**src/rtl/ir_distance_average_lut_defines.svh**
```systemverilog
// assertion macros shared by the rtl files
`ifndef IR_DISTANCE_AVERAGE_LUT_DEFINES_SVH
`define IR_DISTANCE_AVERAGE_LUT_DEFINES_SVH

// consequent checked in the same cycle as the antecedent
`define IDAL_ASSERT_SAME(label, ante, cons, msg) \
  label: assert property (@(posedge clk) disable iff (rst) (ante) |-> (cons)) \
    else $error(msg);

// consequent checked in the cycle after the antecedent
`define IDAL_ASSERT_NEXT(label, ante, cons, msg) \
  label: assert property (@(posedge clk) disable iff (rst) (ante) |=> (cons)) \
    else $error(msg);

`endif

```
**src/rtl/idal_pkg.sv**
```systemverilog
// shared types, calibration curves and constants for the ir distance block
`default_nettype none

package idal_pkg;

  localparam int SID_W     = 2;
  localparam int NUM_SLOTS = 4;
  localparam int CFG_W     = 4;
  localparam logic [CFG_W-1:0] CURVE_MAP_RESET = 4'd8;

  localparam int APB_ADDR_W = 3;
  localparam int APB_DATA_W = 32;
  // word index of the register
  localparam logic [APB_ADDR_W-3:0] REG_CURVE_SELECT = 1'd0;

  localparam int AVG_W  = 16;
  localparam int DIST_W = 12;
  localparam logic [DIST_W-1:0] DIST_NEAR = 12'd80;
  localparam logic [DIST_W-1:0] DIST_FAR  = 12'd3200;
  localparam logic [DIST_W-1:0] DIST_STEP = 12'd80;

  localparam int BP_W      = 18;  // breakpoints in hundredths
  localparam int X_W       = 21;  // reading times 400
  localparam int NUM_W     = 29;  // interpolation dividend
  localparam int FRAC_BITS = 7;   // fraction 0..80
  localparam int IDX_W     = 6;

  localparam int CURVE_A_LEN   = 39;
  localparam int CURVE_B_LEN   = 37;
  localparam int CURVE_MAX_LEN = 39;

  localparam logic [BP_W-1:0] CURVE_A [CURVE_A_LEN] = '{
    18'd135600, 18'd123000, 18'd98000, 18'd78300, 18'd63300, 18'd49400, 18'd37000,
    18'd29800, 18'd23000, 18'd18900, 18'd15600, 18'd12800, 18'd11100, 18'd9400,
    18'd8200, 18'd7000, 18'd5800, 18'd5000, 18'd4300, 18'd3989, 18'd3380, 18'd3014,
    18'd2760, 18'd2390, 18'd2290, 18'd1970, 18'd1800, 18'd1500, 18'd1400, 18'd1280,
    18'd1160, 18'd1060, 18'd930, 18'd880, 18'd810, 18'd760, 18'd700, 18'd620,
    18'd580
  };

  localparam logic [BP_W-1:0] CURVE_B [CURVE_B_LEN] = '{
    18'd104300, 18'd97000, 18'd85000, 18'd74300, 18'd63700, 18'd55500, 18'd48100,
    18'd42200, 18'd36300, 18'd32200, 18'd28200, 18'd25000, 18'd22400, 18'd20100,
    18'd18000, 18'd16200, 18'd14700, 18'd13500, 18'd12400, 18'd11300, 18'd10300,
    18'd9400, 18'd8700, 18'd8000, 18'd7400, 18'd6800, 18'd6300, 18'd5800, 18'd5400,
    18'd5000, 18'd4600, 18'd4300, 18'd4000, 18'd3700, 18'd3400, 18'd3200, 18'd3000
  };

  // breakpoint scaled by 4, zero past the end of the curve
  function automatic logic [X_W-1:0] curve_bp4(input logic second,
                                               input logic [IDX_W-1:0] idx);
    logic [BP_W-1:0] v;
    v = '0;
    if (second) begin
      if (idx < IDX_W'(CURVE_B_LEN)) begin
        v = CURVE_B[idx];
      end
    end else begin
      if (idx < IDX_W'(CURVE_A_LEN)) begin
        v = CURVE_A[idx];
      end
    end
    return X_W'({v, 2'b00});
  endfunction

  typedef struct packed {
    logic [SID_W-1:0] sensor;
    logic [AVG_W-1:0] avg;
    logic             second;
  } interp_req_t;

  typedef struct packed {
    logic [SID_W-1:0] sensor;
    logic [AVG_W-1:0] avg;
    logic             second;
    logic             near;
    logic             far;
    logic [IDX_W-1:0] count;
    logic [X_W-1:0]   x;
  } cmp_stage_t;

  typedef struct packed {
    logic [SID_W-1:0]  sensor;
    logic [AVG_W-1:0]  avg;
    logic              near;
    logic              far;
    logic [DIST_W-1:0] base;
    logic [X_W-1:0]    d;
    logic [X_W-1:0]    den;
  } seg_stage_t;

  typedef struct packed {
    logic [SID_W-1:0]     sensor;
    logic [AVG_W-1:0]     avg;
    logic                 near;
    logic                 far;
    logic [DIST_W-1:0]    base;
    logic [NUM_W-1:0]     rem;
    logic [X_W:0]         div2;
    logic [FRAC_BITS-1:0] quot;
  } div_stage_t;

  typedef struct packed {
    logic [SID_W-1:0]  sensor;
    logic [DIST_W-1:0] distance;
    logic [AVG_W-1:0]  avg;
  } result_t;

endpackage

`default_nettype wire

```
**src/rtl/idal_interp.sv**
```systemverilog
// breakpoint search and piecewise-linear interpolation pipeline
`default_nettype none
`include "ir_distance_average_lut_defines.svh"

module idal_interp
  import idal_pkg::*;
(
  input  logic        clk,
  input  logic        rst,
  input  logic        req_valid,
  output logic        req_ready,
  input  interp_req_t req,
  output logic        res_valid,
  input  logic        res_ready,
  output result_t     res
);

  localparam int NSTG   = FRAC_BITS + 3;
  localparam int ST_A   = 0;
  localparam int ST_B   = 1;
  localparam int ST_D0  = 2;
  localparam int ST_OUT = NSTG - 1;

  logic [NSTG-1:0] vld;
  logic [NSTG-1:0] load;

  cmp_stage_t sa, sa_next;
  seg_stage_t sb, sb_next;
  div_stage_t d0_next;
  div_stage_t dstg    [FRAC_BITS];
  div_stage_t stepped [FRAC_BITS];
  result_t    out_q, out_next;

  logic [X_W-1:0]           a_x;
  logic [IDX_W-1:0]         a_len;
  logic [IDX_W-1:0]         a_cnt;
  logic [CURVE_MAX_LEN-1:0] a_lt;
  logic [X_W-1:0]           b_hi;
  logic [X_W-1:0]           b_lo;

  function automatic div_stage_t div_step(input div_stage_t s, input int unsigned bit_pos);
    div_stage_t       r;
    logic [NUM_W-1:0] trial;
    r = s;
    trial = NUM_W'(s.div2) << bit_pos;
    if (s.rem >= trial) begin
      r.rem  = s.rem - trial;
      r.quot = s.quot | (FRAC_BITS'(1) << bit_pos);
    end
    return r;
  endfunction

  // a stage loads when empty or when the next one loads
  always_comb begin
    load[ST_OUT] = !vld[ST_OUT] || res_ready;
    for (int k = NSTG - 2; k >= 0; k--) begin
      load[k] = !vld[k] || load[k+1];
    end
  end

  always_ff @(posedge clk) begin
    if (rst) begin
      vld <= '0;
    end else begin
      if (load[0]) begin
        vld[0] <= req_valid;
      end
      for (int k = 1; k < NSTG; k++) begin
        if (load[k]) begin
          vld[k] <= vld[k-1];
        end
      end
    end
  end

  // compare against every breakpoint of the chosen curve
  always_comb begin
    a_x   = X_W'(req.avg) * X_W'(25);
    a_len = req.second ? IDX_W'(CURVE_B_LEN) : IDX_W'(CURVE_A_LEN);
    for (int j = 0; j < CURVE_MAX_LEN; j++) begin
      a_lt[j] = (IDX_W'(j) < a_len) && (a_x < curve_bp4(req.second, IDX_W'(j)));
    end
    // falling curve: a_lt is a run of ones from bit 0, locate its end
    a_cnt = '0;
    for (int j = 1; j < CURVE_MAX_LEN; j++) begin
      if (a_lt[j-1] && !a_lt[j]) begin
        a_cnt = a_cnt | IDX_W'(j);
      end
    end
    if (a_lt[CURVE_MAX_LEN-1]) begin
      a_cnt = a_cnt | IDX_W'(CURVE_MAX_LEN);
    end
    sa_next.sensor = req.sensor;
    sa_next.avg    = req.avg;
    sa_next.second = req.second;
    sa_next.near   = (a_cnt == '0);
    sa_next.far    = (a_cnt == a_len);
    sa_next.count  = a_cnt;
    sa_next.x      = a_x;
  end

  // segment endpoints and offset into the segment
  always_comb begin
    b_hi = curve_bp4(sa.second, sa.count - IDX_W'(1));
    b_lo = curve_bp4(sa.second, sa.count);
    sb_next.sensor = sa.sensor;
    sb_next.avg    = sa.avg;
    sb_next.near   = sa.near;
    sb_next.far    = sa.far;
    sb_next.base   = DIST_W'(sa.count) * DIST_STEP;
    sb_next.d      = b_hi - sa.x;
    sb_next.den    = b_hi - b_lo;
  end

  // round to nearest: (160*d + den) / (2*den)
  always_comb begin
    d0_next.sensor = sb.sensor;
    d0_next.avg    = sb.avg;
    d0_next.near   = sb.near;
    d0_next.far    = sb.far;
    d0_next.base   = sb.base;
    d0_next.rem    = NUM_W'(sb.d) * NUM_W'(160) + NUM_W'(sb.den);
    d0_next.div2   = {sb.den, 1'b0};
    d0_next.quot   = '0;
  end

  for (genvar j = 0; j < FRAC_BITS; j++) begin : g_div
    assign stepped[j] = div_step(dstg[j], FRAC_BITS - 1 - j);
  end

  always_comb begin
    out_next.sensor = stepped[FRAC_BITS-1].sensor;
    out_next.avg    = stepped[FRAC_BITS-1].avg;
    priority if (stepped[FRAC_BITS-1].far) begin
      out_next.distance = DIST_FAR;
    end else if (stepped[FRAC_BITS-1].near) begin
      out_next.distance = DIST_NEAR;
    end else begin
      out_next.distance = stepped[FRAC_BITS-1].base + DIST_W'(stepped[FRAC_BITS-1].quot);
    end
  end

  always_ff @(posedge clk) begin
    if (load[ST_A]) begin
      sa <= sa_next;
    end
    if (load[ST_B]) begin
      sb <= sb_next;
    end
    if (load[ST_D0]) begin
      dstg[0] <= d0_next;
    end
    for (int j = 1; j < FRAC_BITS; j++) begin
      if (load[ST_D0+j]) begin
        dstg[j] <= stepped[j-1];
      end
    end
    if (load[ST_OUT]) begin
      out_q <= out_next;
    end
  end

  assign req_ready = load[0];
  assign res_valid = vld[ST_OUT];
  assign res       = out_q;

  `IDAL_ASSERT_SAME(a_dist_range, res_valid, (res.distance >= DIST_NEAR) && (res.distance <= DIST_FAR), "distance outside 5 to 200 mm")
  `IDAL_ASSERT_SAME(a_zero_far, res_valid && (res.avg == '0), res.distance == DIST_FAR, "zero reading not reported as far")
  `IDAL_ASSERT_SAME(a_flags_excl, vld[ST_B], !(sb.near && sb.far), "segment both near and far")

endmodule

`default_nettype wire

```
**src/rtl/ir_distance_average_lut.sv**
```systemverilog
// ir distance top: per-sensor averaging, apb curve select, interpolation pipeline
// throughput: one sample pair per cycle; ready drops only once the pipeline backs up
// the pipeline is 12 registers deep: 2 for averaging, 10 in the lookup and fraction divider
// reset (sync, active high) clears sums, pair counts and stage valids; curve map resets to 8
`default_nettype none
`include "ir_distance_average_lut_defines.svh"

module ir_distance_average_lut
  import idal_pkg::*;
#(
  parameter int SAMPLE_COUNT = 16,
  parameter int ADC_BITS     = 12,
  parameter int NUM_SENSORS  = 4
) (
  input  logic                  clk,
  input  logic                  rst,
  // apb register port
  input  logic                  psel,
  input  logic                  penable,
  input  logic                  pwrite,
  input  logic [APB_ADDR_W-1:0] paddr,
  input  logic [APB_DATA_W-1:0] pwdata,
  output logic [APB_DATA_W-1:0] prdata,
  output logic                  pready,
  // sample pair requests
  input  logic                  in_valid,
  output logic                  in_ready,
  input  logic [SID_W-1:0]      sensor_id,
  input  logic [ADC_BITS-1:0]   ambient_sample,
  input  logic [ADC_BITS-1:0]   lit_sample,
  // distance results
  output logic                  out_valid,
  input  logic                  out_ready,
  output logic [SID_W-1:0]      result_sensor,
  output logic [DIST_W-1:0]     distance_sixteenths_mm,
  output logic [AVG_W-1:0]      averaged_reading
);

  // pair counter and running sum widths
  localparam int CNT_W     = (SAMPLE_COUNT > 1) ? $clog2(SAMPLE_COUNT) : 1;
  localparam logic [CNT_W-1:0] CNT_LAST = CNT_W'(SAMPLE_COUNT - 1);
  localparam int SUM_W     = ADC_BITS + 1 + $clog2(SAMPLE_COUNT);
  // average = floor(sum * 16 / SAMPLE_COUNT) by exact reciprocal multiply
  localparam int SCALED_W  = SUM_W + 3;
  localparam int DIV_SH    = SCALED_W + $clog2(SAMPLE_COUNT);
  localparam int RECIP_W   = SCALED_W + 1;
  localparam int PROD_W    = SCALED_W + RECIP_W;
  localparam int QUO_W     = PROD_W - DIV_SH;
  localparam logic [RECIP_W-1:0] AVG_RECIP =
    RECIP_W'(((64'd1 << DIV_SH) + 64'(SAMPLE_COUNT) - 64'd1) / 64'(SAMPLE_COUNT));

  // configuration register
  logic             curve_select_map;
  logic [CFG_W-1:0] curve_map;
  logic             cfg_wr;
  logic             reg_hit;

  // per-sensor accumulators, read through wires
  logic signed [SUM_W-1:0] sum_rd [NUM_SLOTS];
  logic        [CNT_W-1:0] cnt_rd [NUM_SLOTS];

  // accept stage
  logic                    accept;
  logic                    sensor_ok;
  logic                    complete;
  logic signed [ADC_BITS:0] diff;
  logic signed [SUM_W-1:0] sum_sel;
  logic        [CNT_W-1:0] cnt_sel;
  logic signed [SUM_W-1:0] sum_next;

  // stage 1: completed sum
  logic                    s1_vld;
  logic [SID_W-1:0]        s1_sensor;
  logic signed [SUM_W-1:0] s1_sum;
  logic                    load1;

  // stage 2: scaled average
  logic                    s2_vld;
  logic [SID_W-1:0]        s2_sensor;
  logic [AVG_W-1:0]        s2_avg;
  logic                    load2;
  logic [SUM_W-2:0]        pos;
  logic [SCALED_W-1:0]     scaled;
  logic [PROD_W-1:0]       prod;
  logic [QUO_W-1:0]        quo;
  logic [AVG_W-1:0]        avg_next;

  interp_req_t             req;
  logic                    req_ready;
  result_t                 res;

  // ---------------------------------------------------------------------------
  // apb: single register, word index in paddr above the byte lane bits
  // ---------------------------------------------------------------------------
  assign pready  = 1'b1;
  assign cfg_wr  = psel && penable && pwrite && pready;
  assign reg_hit = (paddr[APB_ADDR_W-1:2] == REG_CURVE_SELECT);
  assign curve_select_map = cfg_wr && reg_hit;

  always_ff @(posedge clk) begin
    if (rst) begin
      curve_map <= CURVE_MAP_RESET;
    end else if (curve_select_map) begin
      curve_map <= pwdata[CFG_W-1:0];
    end
  end

  assign prdata = reg_hit ? APB_DATA_W'(curve_map) : '0;

  // ---------------------------------------------------------------------------
  // accumulate the lit minus ambient difference for the addressed sensor
  // ---------------------------------------------------------------------------
  assign accept    = in_valid && in_ready;
  assign sensor_ok = (32'(sensor_id) < 32'(NUM_SENSORS));
  assign diff      = $signed({1'b0, lit_sample}) - $signed({1'b0, ambient_sample});
  assign sum_sel   = sum_rd[sensor_id];
  assign cnt_sel   = cnt_rd[sensor_id];
  assign sum_next  = sum_sel + SUM_W'(diff);
  // last pair of the window for a sensor that exists
  assign complete  = sensor_ok && (cnt_sel == CNT_LAST);

  for (genvar k = 0; k < NUM_SLOTS; k++) begin : g_slot
    if (k < NUM_SENSORS) begin : g_used
      logic signed [SUM_W-1:0] sum;
      logic        [CNT_W-1:0] cnt;

      always_ff @(posedge clk) begin
        if (rst) begin
          sum <= '0;
          cnt <= '0;
        end else if (accept && (sensor_id == SID_W'(k))) begin
          if (complete) begin
            sum <= '0;
            cnt <= '0;
          end else begin
            sum <= sum_next;
            cnt <= cnt_sel + CNT_W'(1);
          end
        end
      end

      assign sum_rd[k] = sum;
      assign cnt_rd[k] = cnt;
    end else begin : g_absent
      // no such sensor: pairs addressed here are dropped
      assign sum_rd[k] = '0;
      assign cnt_rd[k] = '0;
    end
  end

  // ---------------------------------------------------------------------------
  // two front stages, moving only where the next stage has room
  // ---------------------------------------------------------------------------
  assign load2    = !s2_vld || req_ready;
  assign load1    = !s1_vld || load2;
  assign in_ready = load1;

  always_ff @(posedge clk) begin
    if (rst) begin
      s1_vld <= 1'b0;
      s2_vld <= 1'b0;
    end else begin
      if (load1) begin
        s1_vld <= accept && complete;
      end
      if (load2) begin
        s2_vld <= s1_vld;
      end
    end
  end

  // negative sums clamp to zero, then scale to q.4 and saturate
  always_comb begin
    pos      = s1_sum[SUM_W-1] ? '0 : s1_sum[SUM_W-2:0];
    scaled   = {pos, 4'b0000};
    prod     = PROD_W'(scaled) * PROD_W'(AVG_RECIP);
    quo      = prod[PROD_W-1:DIV_SH];
    avg_next = (32'(quo) > 32'd65535) ? '1 : AVG_W'(quo);
  end

  always_ff @(posedge clk) begin
    if (load1) begin
      s1_sensor <= sensor_id;
      s1_sum    <= sum_next;
    end
    if (load2) begin
      s2_sensor <= s1_sensor;
      s2_avg    <= avg_next;
    end
  end

  // ---------------------------------------------------------------------------
  // curve lookup and interpolation
  // ---------------------------------------------------------------------------
  assign req.sensor = s2_sensor;
  assign req.avg    = s2_avg;
  assign req.second = curve_map[s2_sensor];

  idal_interp u_interp (
    .clk       (clk),
    .rst       (rst),
    .req_valid (s2_vld),
    .req_ready (req_ready),
    .req       (req),
    .res_valid (out_valid),
    .res_ready (out_ready),
    .res       (res)
  );

  assign result_sensor          = res.sensor;
  assign distance_sixteenths_mm = res.distance;
  assign averaged_reading       = res.avg;

  `IDAL_ASSERT_NEXT(a_cfg_write, curve_select_map, curve_map == $past(pwdata[CFG_W-1:0]), "curve map write lost")
  `IDAL_ASSERT_NEXT(a_complete_push, accept && complete, s1_vld && (s1_sensor == $past(sensor_id)), "completed window not queued")
  `IDAL_ASSERT_SAME(a_s1_sensor_ok, s1_vld, 32'(s1_sensor) < 32'(NUM_SENSORS), "result for absent sensor")

endmodule

`default_nettype wire
```
**config.mk**
```make
export PLATFORM = sky130hd
export DESIGN_NAME = ir_distance_average_lut
export DESIGN_NICKNAME = d
export VERILOG_FILES = /design/src/rtl/idal_pkg.sv /design/src/rtl/idal_interp.sv /design/src/rtl/ir_distance_average_lut.sv
export VERILOG_INCLUDE_DIRS = /design/src /design/src/rtl
export SDC_FILE = /design/constraint.sdc
export NUM_CORES = 2
export LEC_CHECK = 0
export BUFFER_PORTS_ARGS = -buffer_cell sky130_fd_sc_hd__buf_2
export CAP_MARGIN = 20
export CORE_ASPECT_RATIO = 0.75
export CORE_UTILIZATION = 50
export DETAILED_ROUTE_END_ITERATION = 7
export MAX_ROUTING_LAYER = met4
export PLACE_DENSITY_LB_ADDON = 0.3
export SLEW_MARGIN = 5
export SYNTH_ARGS = -nofsm -noshare
export SYNTH_HDL_FRONTEND = slang
export SYNTH_SLANG_ARGS = --single-unit
```
**constraint.sdc**
```tcl
create_clock -name clk -period 9.3 [get_ports clk]
set_input_delay 1.86 -clock clk [delete_from_list [all_inputs] [get_ports clk]]
set_output_delay 1.86 -clock clk [all_outputs]
set_load 0.05 [all_outputs]
```
==> results.md <==
- Status: completed
- Total core area: around 92,000 sq um
- First-pass GRT wire length: 178,700 um
- Htree depth: 3
- Register area share after synthesis: roughly half
- Most frequent cells after synthesis: 698 x edfxtp_1, 383 x ha_1, 361 x inv_1
- Mean post-synth cell area: between 10 and 15 sq um
- IO Port Bufs: 73
- Final hold vios: 0
- Final Max Tran Viols: 0
- Top FF cell, synth: edfxtp_1
- Initial cell density of the core: roughly 51%
- Top cells by area, synth: edfxtp_1 45%, ha_1 10%, dfxtp_1 4.3%
- Row count: 96
- Fin nets: 4,910
- Synth top area share: 44.90%
- Wire length per cell: roughly 20 um
- DP Wirelength: around 84,000 um
- DRT met1 WL: 53,880 um
- Fmax: 0.1291 GHz
- #FFs+latches synth: around 800
- Grt total ovfl: 0
- FILL cells: between 7,000 and 8,000
- Crit Path Class: flip-flop to flip-flop
- Reg area: approximately 23,000 sq um
- Vias in the first global route: ~32,000
- Clock tree buffer depth: 3
- Die height: 266.6 um
- Setup TNS: 0 ps
- Layout cells sized above 1: 8.331%
- Cells along the critical path: ha_1, ha_1, inv_1, fa_1, inv_1, ha_1, inv_1, nor3_1, or2_0, inv_1, ha_1, inv_1, a21oi_1, o41ai_1, a311oi_1, nand3_1, a2111o_1, nor4b_1, a2111oi_0, o21ai_0, nor3_1, inv_1, nor4_2
- Setup bufs post-CTS: 0
- Worst slew pin tran: about 1100 ps
- CTS root buf: clkbuf_16
- Layout area overhead: 8.936%
- Vias per inst: slightly below 6
- Via count: around 34,000
- Clk pin slew, worst setup/hold paths: 70 ps
- Crit path largest cell delay: 530 ps
- RSZ-0062 raised after global routing: no
- Diode count: 0
- Cell Area, Synth: approximately 47,000 sq um
- Hold crit path type: flip-flop to flip-flop
- Yosys cell types: around 110
- Worst slew margin: between 20 and 30%
- Chip width: 354.8 um
- Crit path capture type: flip-flop
- Post-synth top area cell: edfxtp_1
- Hold-fix buffers, CTS: 0
- Synth Instances: around 4,400
- Period utilisation layout: about 83%
- Max FO, Critical Path: 13
- Routed Antenna Nets: 0
- Worst EP arrival: 8190 ps
- Placer Congestion: between 0.9 and 1
- Num ports: about 130
- Ys async rst share: 0%
- Startpoint types: flip-flop
- Die area: roughly 95,000 sq um
- WL met3: 8191 um
- Initial antenna violation count: 0
- Setup-failing EPs final: 0
- # DRC: 0
- Multi-input gate area: roughly 22,000 sq um
- Final Critical Period: approximately 7700 ps
- Post-cts sizing count: 0
- Met2 WL post-DR: about 50,000 um
- Clock latency on the worst-skew pair: 650 ps
- Max_cap viols: 0
- CTS Sinks: approximately 800
- Routed WL: approximately 110,000 um
- Ys Warns: 0
- Largest net degree at the start of global routing: a little under 80
- Initial drt markers: around 3,400
- CTS tree: done
- Highest Signal Layer: met4
- Most frequent CP cell: inv_1
- GRT Resource Usage Total: between 20% and 30%
- Top-count cell post-synth: edfxtp_1
- CP required: between 9000 and 10,000 ps
- Num CTS Buffers: 79
- Critical path's slowest cell: a2111o_1
- Skew final: slightly below 40 ps
- TritonRoute pass-1 iters: 6
- Post-synth EDFFs: between 600 and 700
==> final cells by class <==
cell class	instances	area share [%]
clock inverter	42	0.8414
inverter	370	2.731
sequential	798	45.15
tap	1225	3.014
timing repair buffer	124	1.513
multi-input combinational	3061	42.60
clock buffer	106	4.146
==> per-stage QoR <==
step / setup WS [ps] / cell area (sq um) / hold WS (ps) / cells / util (%)
2_1_floorplan: 3025 / 46790 / 400.3 / 4409 / -
3_3_place_gp: 1951 / 48280 / 400.2 / 5575 / 52.47
3_5_place_dp: 1996 / 48280 / 404.5 / 5575 / 52.47
4_1_cts: 1945 / 50810 / 394.8 / 5723 / 55.23
5_1_grt: 1233 / 50860 / 397.3 / 5726 / 55.27
6_report: 1556 / 50860 / 395.8 / 5726 / 55.27
==> worst paths after layout <==
check                                               startpoint                              to  slack, ps  depth (start not counted)
worst max-delay path                       s2_avg[5]$_DFFE_PP_       u_interp.sa[28]$_DFFE_PP_       1560                         23
worst min-delay path            u_interp.dstg[3][67]$_DFFE_PP_  u_interp.dstg[4][67]$_DFFE_PP_        400                          0
worst max register to register             s2_avg[5]$_DFFE_PP_       u_interp.sa[28]$_DFFE_PP_       1560                         23
worst min register to register  u_interp.dstg[3][67]$_DFFE_PP_  u_interp.dstg[4][67]$_DFFE_PP_        400                          0
==> cell families (layout without fill, tap and decap cells) <==
logic type,count (synthesis),in the layout,synth area share (%)
compound gates,1159,1159,16.24
simple gates,1191,1191,12.38
fa+ha+maj,408,408,11.34
mux,66,66,2.128
xor+xnor,208,208,3.980
flops,798,798,49.19
other cells,2,29,0.01609
buf+inv,550,642,4.733
==> flip-flops by register name, indices dropped and copies added, names as in the netlist <==
register,count
u_interp.sa,45
s2_sensor,2
curve_map,4
s1_sum,17
u_interp.vld,10
g_slot.g_used.cnt,16
s1_vld,1
s2_vld,1
u_interp.res,30
u_interp.dstg,519
u_interp.sb,21
u_interp.d0_next,46
g_slot.g_used.sum,68
s2_avg,16
s1_sensor,2
==> routing by layer <==
layer,up-vias,track usage [%]
met5,-,-
met4,0,5.755
met3,183,4.485
li1,16260,-
met2,1151,35.96
met1,16290,35.33
==> worst max-delay path: cells and delay by family (launching register included) <==
| family | cells | cell delay (ps) |
|---|---|---|
| AOI/OAI and AO/OA | 6 | 2260 |
| adders and majority gates | 5 | 2070 |
| buffers and inverters | 6 | 810 |
| DFF | 1 | 490 |
| and+or+nand+nor | 6 | 1900 |
==> cell usage in the layout (no fill, tap or decap), types with 88 or more instances in the layout <==
| cell | synthesis | final |
|---|---|---|
| a21o_1 | 108 | 108 |
| a21oi_1 | 327 | 327 |
| dfxtp_1 | 100 | 100 |
| edfxtp_1 | 698 | 698 |
| ha_1 | 383 | 383 |
| inv_1 | 361 | 355 |
| nand2_1 | 319 | 316 |
| nand3_1 | 88 | 88 |
| nor2_1 | 326 | 325 |
| nor3_1 | 99 | 99 |
| o21ai_0 | 256 | 256 |
| xnor2_1 | 137 | 134 |
Power is not shown: default switching activity piles up to over one toggle a cycle in this logic, so the estimate is an artifact.
